`config.mk`:
```
export PLATFORM = sky130hd
export DESIGN_NAME = rgb_clear_normalize_gamma_core
export DESIGN_NICKNAME = d
export VERILOG_FILES = /design/src/hw/rtl/rcng_pkg.sv /design/src/hw/rtl/rgb_clear_normalize_gamma_core.sv
export SDC_FILE = /design/constraint.sdc
export NUM_CORES = 2
export LEC_CHECK = 0
export BUFFER_PORTS_ARGS = -buffer_cell sky130_fd_sc_hd__buf_4
export CORE_ASPECT_RATIO = 0.7
export CORE_UTILIZATION = 61
export DETAILED_ROUTE_END_ITERATION = 6
export GPL_ROUTABILITY_DRIVEN = 0
export PLACE_DENSITY = 0.85
export REMOVE_ABC_BUFFERS = 1
export SKIP_LAST_GASP = 1
export SLEW_MARGIN = 10
export SYNTH_ARGS = -nofsm -noshare
export SYNTH_HDL_FRONTEND = slang
export SYNTH_SLANG_ARGS = --single-unit
```
`constraint.sdc`:
```
create_clock -name clk -period 7.1 [get_ports clk]
set_clock_uncertainty 0.05 [all_clocks]
set_input_delay 0.71 -clock clk [delete_from_list [all_inputs] [get_ports clk]]
set_output_delay 0.71 -clock clk [all_outputs]
set_load 0.05 [all_outputs]
```
`src/hw/rtl/rcng_pkg.sv`:
```
`timescale 1ns / 1ps
`default_nettype none

package rcng_pkg;

	// Width of one normalized color value and its full-scale code.
	localparam int NORM_W = 8;
	localparam logic [NORM_W-1:0] NORM_MAX = '1;

	// Red, green and blue travel side by side as three lanes.
	localparam int LANES = 3;
	localparam int LANE_RED = 0;
	localparam int LANE_GREEN = 1;
	localparam int LANE_BLUE = 2;

	typedef logic [NORM_W-1:0] gamma_lut_t [2**NORM_W];

	// Gamma-2.5 curve with halves rounded up, in exact integer form.
	// Entry v is the count of k in 1..255 with (2k-1)^2 * 255^3 <= 4 * v^5;
	// the condition is monotone in k, so the count is the rounded value.
	function automatic gamma_lut_t build_gamma_lut();
		gamma_lut_t lut;
		longint unsigned cube;
		longint unsigned vv;
		longint unsigned lhs;
		longint unsigned odd;
		longint unsigned cnt;
		cube = 64'd255 * 64'd255 * 64'd255;
		for (int v = 0; v < 2**NORM_W; v++) begin
			vv = longint'(v);
			lhs = 64'd4 * vv * vv * vv * vv * vv;
			cnt = 64'd0;
			for (int k = 1; k < 2**NORM_W; k++) begin
				odd = 64'(2 * k - 1);
				if (odd * odd * cube <= lhs) begin
					cnt = cnt + 64'd1;
				end
			end
			lut[v] = cnt[NORM_W-1:0];
		end
		return lut;
	endfunction

	localparam gamma_lut_t GAMMA_LUT = build_gamma_lut();

endpackage

`default_nettype wire

```
`src/hw/rtl/rgb_clear_normalize_gamma_core.sv`:
```
`timescale 1ns / 1ps
`default_nettype none

// Channel   Handshake              Payload
// -------   --------------------   --------------------------------------------------
// input     start / busy           raw_red, raw_green, raw_blue, raw_clear
// result    done (one-cycle word)  norm_red/green/blue, gamma_red/green/blue,
//                                  reading_valid, saturated
//
// One word enters per clock; busy is never raised because every stage moves on
// every clock. A result word appears on done after it has passed the stages in turn:
// one stage forms channel*255 and the saturation compare, four stages each
// resolve two quotient bits of the restoring divider, and one stage applies the
// clamp, the zero-clear rule and the gamma table. The receiver cannot stall, so
// no word is ever held back. The asynchronous reset clears only the valid bits;
// data registers are left as they are.

module rgb_clear_normalize_gamma_core
	import rcng_pkg::*;
#(
	parameter int COUNT_BITS = 16
) (
	input  wire logic                  clk,
	input  wire logic                  arst_n,
	input  wire logic                  start,
	output logic                       busy,
	input  wire logic [COUNT_BITS-1:0] raw_red,
	input  wire logic [COUNT_BITS-1:0] raw_green,
	input  wire logic [COUNT_BITS-1:0] raw_blue,
	input  wire logic [COUNT_BITS-1:0] raw_clear,
	output logic                       done,
	output logic [NORM_W-1:0]          norm_red,
	output logic [NORM_W-1:0]          norm_green,
	output logic [NORM_W-1:0]          norm_blue,
	output logic [NORM_W-1:0]          gamma_red,
	output logic [NORM_W-1:0]          gamma_green,
	output logic [NORM_W-1:0]          gamma_blue,
	output logic                       reading_valid,
	output logic                       saturated
);

	// Product channel*255 and the divider's partial remainder widths.
	localparam int NW = COUNT_BITS + NORM_W;
	localparam int RW = COUNT_BITS + 1;
	// Quotient bits are resolved two per stage.
	localparam int BITS_PER_STAGE = 2;
	localparam int DIV_STAGES = NORM_W / BITS_PER_STAGE;
	localparam int LATENCY = DIV_STAGES + 2;

	logic [COUNT_BITS-1:0] ch_in [LANES];

	// Stage 1: scaled numerator, initial remainder and per-lane saturation.
	logic                  valid_s1;
	logic                  zero_s1;
	logic [COUNT_BITS-1:0] clr_s1;
	logic [NORM_W-1:0]     num_s1 [LANES];
	logic [RW-1:0]         rem_s1 [LANES];
	logic                  sat_s1 [LANES];

	logic [NW-1:0]         prod_c [LANES];

	// Division stages s2 through s5, one array slot per stage.
	logic                  valid_sd [DIV_STAGES];
	logic                  zero_sd  [DIV_STAGES];
	logic [COUNT_BITS-1:0] clr_sd   [DIV_STAGES];
	logic [NORM_W-1:0]     num_sd   [DIV_STAGES][LANES];
	logic [RW-1:0]         rem_sd   [DIV_STAGES][LANES];
	logic [NORM_W-1:0]     quo_sd   [DIV_STAGES][LANES];
	logic                  sat_sd   [DIV_STAGES][LANES];

	logic [RW-1:0]         rem_nxt  [DIV_STAGES][LANES];
	logic [NORM_W-1:0]     quo_nxt  [DIV_STAGES][LANES];

	// Stage 6: the output word.
	logic                  valid_s6;
	logic [NORM_W-1:0]     norm_s6  [LANES];
	logic [NORM_W-1:0]     gamma_s6 [LANES];
	logic                  rvalid_s6;
	logic                  sat_s6;

	logic [NORM_W-1:0]     norm_nxt [LANES];
	logic                  sat_any;

	assign ch_in[LANE_RED]   = raw_red;
	assign ch_in[LANE_GREEN] = raw_green;
	assign ch_in[LANE_BLUE]  = raw_blue;

	// The pipeline never stops, so a new word is always welcome.
	assign busy = 1'b0;

	// channel*255 is a shift and a subtract. The quotient reaches 256 exactly
	// when the product is at least clear*256, which also catches a zero clear
	// count; that case is overridden at the end.
	always_comb begin
		for (int l = 0; l < LANES; l++) begin
			prod_c[l] = {ch_in[l], NORM_W'(0)} - NW'(ch_in[l]);
		end
	end

	// Restoring division, two bits per stage. When a lane is not saturated the
	// upper part of the product is already below the divisor, so only the low
	// eight product bits are shifted in.
	always_comb begin
		logic [RW-1:0]         r;
		logic [RW-1:0]         t;
		logic [NORM_W-1:0]     n;
		logic [NORM_W-1:0]     qq;
		logic [COUNT_BITS-1:0] d;
		int                    idx;
		for (int st = 0; st < DIV_STAGES; st++) begin
			for (int l = 0; l < LANES; l++) begin
				if (st == 0) begin
					r  = rem_s1[l];
					n  = num_s1[l];
					qq = '0;
					d  = clr_s1;
				end else begin
					r  = rem_sd[st-1][l];
					n  = num_sd[st-1][l];
					qq = quo_sd[st-1][l];
					d  = clr_sd[st-1];
				end
				for (int b = 0; b < BITS_PER_STAGE; b++) begin
					idx = NORM_W - 1 - st * BITS_PER_STAGE - b;
					t = {r[RW-2:0], n[idx]};
					if (t >= {1'b0, d}) begin
						r = t - {1'b0, d};
						qq[idx] = 1'b1;
					end else begin
						r = t;
					end
				end
				rem_nxt[st][l] = r;
				quo_nxt[st][l] = qq;
			end
		end
	end

	// Final selection: zero clear forces all zeros, a saturated lane reads full
	// scale, otherwise the quotient stands.
	always_comb begin
		sat_any = 1'b0;
		for (int l = 0; l < LANES; l++) begin
			if (zero_sd[DIV_STAGES-1]) begin
				norm_nxt[l] = '0;
			end else if (sat_sd[DIV_STAGES-1][l]) begin
				norm_nxt[l] = NORM_MAX;
			end else begin
				norm_nxt[l] = quo_sd[DIV_STAGES-1][l];
			end
			sat_any = sat_any | sat_sd[DIV_STAGES-1][l];
		end
	end

	// Valid bits are the only state that reset clears.
	always_ff @(posedge clk or negedge arst_n) begin
		if (!arst_n) begin
			valid_s1 <= 1'b0;
			for (int st = 0; st < DIV_STAGES; st++) begin
				valid_sd[st] <= 1'b0;
			end
			valid_s6 <= 1'b0;
		end else begin
			valid_s1 <= start & ~busy;
			valid_sd[0] <= valid_s1;
			for (int st = 1; st < DIV_STAGES; st++) begin
				valid_sd[st] <= valid_sd[st-1];
			end
			valid_s6 <= valid_sd[DIV_STAGES-1];
		end
	end

	always_ff @(posedge clk) begin
		zero_s1 <= (raw_clear == '0);
		clr_s1  <= raw_clear;
		for (int l = 0; l < LANES; l++) begin
			num_s1[l] <= prod_c[l][NORM_W-1:0];
			rem_s1[l] <= {1'b0, prod_c[l][NW-1:NORM_W]};
			sat_s1[l] <= (prod_c[l] >= {raw_clear, NORM_W'(0)});
		end

		zero_sd[0] <= zero_s1;
		clr_sd[0]  <= clr_s1;
		for (int l = 0; l < LANES; l++) begin
			num_sd[0][l] <= num_s1[l];
			sat_sd[0][l] <= sat_s1[l];
		end
		for (int st = 1; st < DIV_STAGES; st++) begin
			zero_sd[st] <= zero_sd[st-1];
			clr_sd[st]  <= clr_sd[st-1];
			for (int l = 0; l < LANES; l++) begin
				num_sd[st][l] <= num_sd[st-1][l];
				sat_sd[st][l] <= sat_sd[st-1][l];
			end
		end
		for (int st = 0; st < DIV_STAGES; st++) begin
			for (int l = 0; l < LANES; l++) begin
				rem_sd[st][l] <= rem_nxt[st][l];
				quo_sd[st][l] <= quo_nxt[st][l];
			end
		end

		for (int l = 0; l < LANES; l++) begin
			norm_s6[l]  <= norm_nxt[l];
			gamma_s6[l] <= GAMMA_LUT[norm_nxt[l]];
		end
		rvalid_s6 <= ~zero_sd[DIV_STAGES-1];
		sat_s6    <= ~zero_sd[DIV_STAGES-1] & sat_any;
	end

	assign done          = valid_s6;
	assign norm_red      = norm_s6[LANE_RED];
	assign norm_green    = norm_s6[LANE_GREEN];
	assign norm_blue     = norm_s6[LANE_BLUE];
	assign gamma_red     = gamma_s6[LANE_RED];
	assign gamma_green   = gamma_s6[LANE_GREEN];
	assign gamma_blue    = gamma_s6[LANE_BLUE];
	assign reading_valid = rvalid_s6;
	assign saturated     = sat_s6;

	// Every accepted word comes out after the fixed pipeline depth.
	a_latency: assert property (@(posedge clk) disable iff (!arst_n)
		start |-> ##LATENCY done)
		else $error("result word missing at fixed latency");

	// A zero clear count gives an all-zero word.
	a_zero_word: assert property (@(posedge clk) disable iff (!arst_n)
		(done && !reading_valid) |-> (norm_red == '0 && norm_green == '0 &&
		norm_blue == '0 && gamma_red == '0 && gamma_green == '0 &&
		gamma_blue == '0 && !saturated))
		else $error("invalid reading carries nonzero fields");

	// Saturation means at least one lane was clamped to full scale.
	a_sat_clamp: assert property (@(posedge clk) disable iff (!arst_n)
		(done && saturated) |-> (norm_red == NORM_MAX || norm_green == NORM_MAX ||
		norm_blue == NORM_MAX))
		else $error("saturated flag without a clamped lane");

	// A gamma above one never lifts a value above its input.
	a_gamma_below: assert property (@(posedge clk) disable iff (!arst_n)
		done |-> (gamma_red <= norm_red && gamma_green <= norm_green &&
		gamma_blue <= norm_blue))
		else $error("gamma value exceeds normalized value");

endmodule

`default_nettype wire
```
Yosys cells after proc, flatten, opt, wreduce, memory -nomap -nowiden. Memory sizes are Yosys's and may differ from the RTL's. Index checks and enable logic that the tools add are counted.

Memory bits (writable): 599. Register bits: 25. Memories: 14. Latch bits: 0. Output and inout bits: 52. Bits in read-only memories: 6144.

Shift-type cells: 0. Equality and inequality tests: 0. Multiplexer cells: 60. Bitwise logic cells: 7. Reduce and logical (&&, ||, !) cells: 1. $mul: 0. $lt $le $gt $ge: 30. Add/subtract/negate cells: 27. Divide/modulo/power cells: 0.

Memories: (no name shown) (words 256, width 8, read ports 1, clocked after memory_dff 0, wr ports 0, line rgb_clear_normalize_gamma_core.sv:205) `gamma_s6[l] <= GAMMA_LUT[norm_nxt[l]];`; (no name shown) (words 256, width 8, read ports 1, clocked after memory_dff 0, wr ports 0, line rgb_clear_normalize_gamma_core.sv:205); (no name shown) (words 256, width 8, read ports 1, clocked after memory_dff 0, wr ports 0, line rgb_clear_normalize_gamma_core.sv:205); rem_sd (words 4, width 51, read ports 3, clocked after memory_dff 0, wr ports 4, line rgb_clear_normalize_gamma_core.sv:67) `logic [RW-1:0] rem_sd [DIV_STAGES][LANES];`; num_sd (words 4, width 24, read ports 3, clocked after memory_dff 0, wr ports 4, line rgb_clear_normalize_gamma_core.sv:66) `logic [NORM_W-1:0] num_sd [DIV_STAGES][LANES];`; quo_sd (words 4, width 24, read ports 4, clocked after memory_dff 0, wr ports 4, line rgb_clear_normalize_gamma_core.sv:68) `logic [NORM_W-1:0] quo_sd [DIV_STAGES][LANES];`; 8 more memories.

Operators by type and width (count): 17-bit by 16-bit >= comparator with 1-bit output (24); 17-bit two-way mux (12); 17-bit by 16-bit subtractor with 17-bit output (12); 16-bit two-way mux (12); 16-bit subtractor (12); 8-bit two-way mux (12); 24-bit >= comparator (3); 24-bit by 16-bit subtractor with 24-bit output (3); 9-bit >= comparator (second input constant) (3); 8-bit inverter with 9-bit output (3); 1-bit two-way mux (24); 16-bit zero test (1); 1-bit OR (2); 1-bit AND (1); 1-bit inverter (1).

Depth between registers and ports, before layout. An unclocked memory read counts as a cell.

Depth after elaboration: 7. Gate-level depth with buffers: 24.

Worst setup path before layout. OpenSTA, ideal clock, no wires.

Kind: register to register. From: register clr_s1[1]. To: memory rem_sd[0][10] (netlist bit). Setup slack: 1726 ps. Data required time: 6929 ps. Period minus slack after synthesis: 5374 ps. Cell stages (with the launch flop): 25. Setup time: 121 ps. Arrival: 5202 ps. Cell sequence: dfxtp_1 > inv_1 > ha_1 > nor2b_1 > o31a_2 > o22ai_2 > o311ai_4 > o211ai_1 > a21o_1 > buf_6 > clkbuf_1 > nand2_1 > o21ai_0 > ha_1 > nor2b_1 > o31a_1 > o21a_1 > o21a_1 > a221oi_1 > o21ai_0 > a221o_1 > a21o_1 > buf_6 > buf_6 > mux2_4.

RTL lines: from (decl) (line rgb_clear_normalize_gamma_core.sv:55) `logic [COUNT_BITS-1:0] clr_s1;`; from (signal assigned) (line rgb_clear_normalize_gamma_core.sv:175) `clr_s1 <= raw_clear;`; to (decl) (line rgb_clear_normalize_gamma_core.sv:67).

==> results.md <==
* Seq cells post-synth at 452
* Worst path depth at 20
* Reg2Reg Launch Point: clr_sd[1][2]
* Initial DRC count at about 4.8k
* CTS root buffer: clkbuf_16
* Vias per cell at between 6 and 7
* CTS max path bufs at 3
* Status: complete, but fails checks
* Failing checks: design-rule violations
* Fin crit period at 6.221 ns
* Initial DRT Pass Iterations at 7
* Largest net degree at the start of global routing at 34
* Mean Syn Cell Area at 8.223 um2
* Part of the cycle the worst path needs at roughly 88%
* Worst relative slew slack at a little over a fifth
* Ys async rst share at 1.327%
* Count of unique library cells instantiated by Yosys at 94
* Die area at 0.06183 mm2
* GRT Max-Usage Layer: met2
* WS Path Type: reg -> reg
* Antenna Cells at 0
* Htree depth at 2
* Area growth, synth to finish at 8.927%
* DRT antenna net count at 0
* R2r setup slk at ~0.9 ns
* Post-synth EDFFs at 0
* Worst slew pin tran at around 1.2 ns
* GRT overflow at 0
* IO Count at 119
* Share of cells above drive strength 1 at between 10% and 20%
* Cts repair resizes at 0
* Pins over their slew limit at 0
* Met2 global-route usage at about half
* Setup TNS Final at 0 ns
* Largest delay share family, worst path: compound AO/OA/AOI/OAI gates
* Clock buffers created by TritonCTS at between 40 and 50
* Max Cap Violations at 0
* Pwr/cell area at around 590 mW/mm2
* First-pass GRT wire length at roughly 170000 um
* RSZ-0062 raised after global routing: no
* R2r worst-path depth at 20
* Min-Delay Endpoint: clr_s1[12]
* Global Route met3 Usage at under 10%
* Worst EP required at between 7 and 8 ns
* Most frequent cells in the layout: 513 x ha_1, 445 x dfxtp_1, 357 x o21ai_0
* Initial antenna violation count at 3
* Post-Synthesis Cells at between 4k and 5k
* Vias in the first global route at ~33k
* Main synth FF type: dfxtp_1
* Met1 usage at between 40% and 50%
* Hold slack at 0.1467 ns
* Die Height at about 210 um
* Register area share after synthesis at about 24%
* Buffers on Ports at 117
* Endpoints failing setup at 0
* Dpl hpwl at about 84000 um
* CP arrival at roughly 6.7 ns
* Crit. End Element: flop
* Chip width at roughly 300 um
* Synth warn at 0
* Hold depth at 1
* FMAX at about 160 MHz
* Critical path's largest stage delay at around 0.83 ns
* Starting Density at between 60 and 70%
* Vias at approximately 36k
* Setup crit start kind: flop
* Class of the worst hold path: in -> reg
* Hold Fails Final Rpt at 0
* Hold wc startpoint: raw_clear[12]
* Routed WL at 109400 um
* Drt wl/cell at between 20 and 25 um
* # DRC at 3
* Commonest non-fill, non-tap cell in the layout: ha_1
* R2r endpoint: rem_sd[1][37]
* Worst-path clk slew at roughly 0.07 ns
* Net count, final at about 5.2k
* # rows at 75
* Peak VDD IR at 0.3675 mV
* CTS tree: yes
* Worst skew pair latency at about 0.64 ns
* CP bufs+invs at 2
* Most frequent cell on the critical path: o21ai_0
* Leak Pwr at 0.01782 uW
* CP max stage cell: a211oi_4
* Mapped Area at 0.03710 mm2
* Crit path cell chain: inv_1, buf_4, ha_1, o211ai_1, a21oi_1, o41a_1, a31oi_4, o31ai_1, a21oi_4, o21ai_0, ha_1, nor2b_1, o21ai_0, a211oi_1, o21ai_0, a21boi_0, o21ai_0, a21boi_0, a211oi_4, mux2_2
* CTS sink cnt at 452
* Crit path max fanout at 27
* Total GRT Usage at between 30% and 40%
* Core Box Area at around 0.060 mm2
[cell type report]
cell class              count  area, um2
repair buffers            168       1264
flip-flops and latches    452       9080
well taps                 808       1011
multi-input cells        3635      26410
fillers                  4704      19550
inverters                 279       1047
clock inverters            27      334.1
clock buffers              59       1271
[metal layers]
layer | wire length, um | share of wire (%) | vias to the layer above
met3 | 14090 | 13 | 327
met5 | 11 | 0.010 | -
met2 | 45330 | 41 | 2131
li1 | - | - | 16630
met4 | 3664 | 3.3 | 2
met1 | 46350 | 42 | 16440
[logic make-up (layout without fill, tap and decap cells)]
| kind of cell | after synthesis | count (layout) | synth area share, % |
|---|---|---|---|
| simple gates | 1223 | 1223 | 15.53 |
| fa+ha+maj | 534 | 534 | 18.43 |
| flops | 452 | 452 | 24.47 |
| mux | 193 | 193 | 5.966 |
| compound gates | 1362 | 1362 | 23.50 |
| xor+xnor | 322 | 322 | 7.601 |
| buf+inv | 425 | 533 | 4.492 |
| other cells | 1 | 1 | 0.01011 |
[Yosys cell counts, types with 56 or more instances]
| cell type | n | share of area [%] |
|---|---|---|
| xnor2_1 | 213 | 5.0 |
| nand2_1 | 327 | 3.3 |
| nand3_1 | 92 | 1.2 |
| a21o_1 | 123 | 2.5 |
| xor2_1 | 109 | 2.6 |
| nor2_1 | 338 | 3.4 |
| dfxtp_1 | 446 | 24 |
| a31oi_1 | 56 | 0.94 |
| nand4_1 | 68 | 1.1 |
| ha_1 | 513 | 17 |
| o21ai_0 | 357 | 4.8 |
| a21oi_1 | 353 | 4.8 |
| clkbuf_1 | 115 | 1.2 |
| inv_1 | 274 | 2.8 |
| nor3_1 | 136 | 1.8 |
| mux2_2 | 155 | 4.7 |
| a211oi_1 | 60 | 1.2 |
[per-stage QoR]
step                      setup slack, ns  util, %  instances  power, uW  instance area [um2]
after floorplan                    0.2726        -       4366      17210                36480
after global placement              1.245    64.70       5341      20290                38800
after detailed placement            1.058    64.70       5341      20790                38800
after CTS                          0.9824    67.39       5428      23530                40410
after global routing               0.5369    67.40       5428      25740                40410
final                              0.8792    67.40       5428      23990                40410
[power breakdown]
| part | leakage, uW | total [uW] | internal [uW] | switching, uW |
|---|---|---|---|---|
| Sequential | 0.00383 | 4080 | 3490 | 591 |
| Combinational | 0.0132 | 17300 | 7660 | 9650 |
| Clock | 0.000775 | 2590 | 1440 | 1150 |
| Total | 0.0178 | 24000 | 12600 | 11400 |
[sequential cells by signal, indices dropped and copies added (netlist names)]
register       flops
rem_sd           144
valid_sd           4
sat_s1             3
valid_s1           1
done               1
clr_s1            16
reading_valid      1
zero_s1            1
clr_sd            48
gamma_s6          24
rem_s1            48
zero_sd            4
saturated          1
norm_s6           24
sat_sd            12
num_s1            24
quo_sd            60
num_sd            36
[what timing repair did]
item | in CTS | in global routing
setup buffers | 0 | 0
hold buffers | 1 | 0
endpoints found under the hold margin | 6 | 0
[worst max-delay path by stage]
stage	slack, ns	startpoint	endpoint
after floorplan	0.27	clr_sd[0][1]	rem_sd[0][86]
after detailed placement	1.06	clr_sd[1][2]	rem_sd[1][36]
after global placement	1.25	clr_sd[0][2]	rem_sd[0][52]
after global routing	0.54	clr_sd[1][2]	rem_sd[1][37]
final	0.88	clr_sd[1][2]	rem_sd[1][37]
after CTS	0.98	clr_sd[1][2]	rem_sd[1][37]
(Power assumes the default switching activity.)
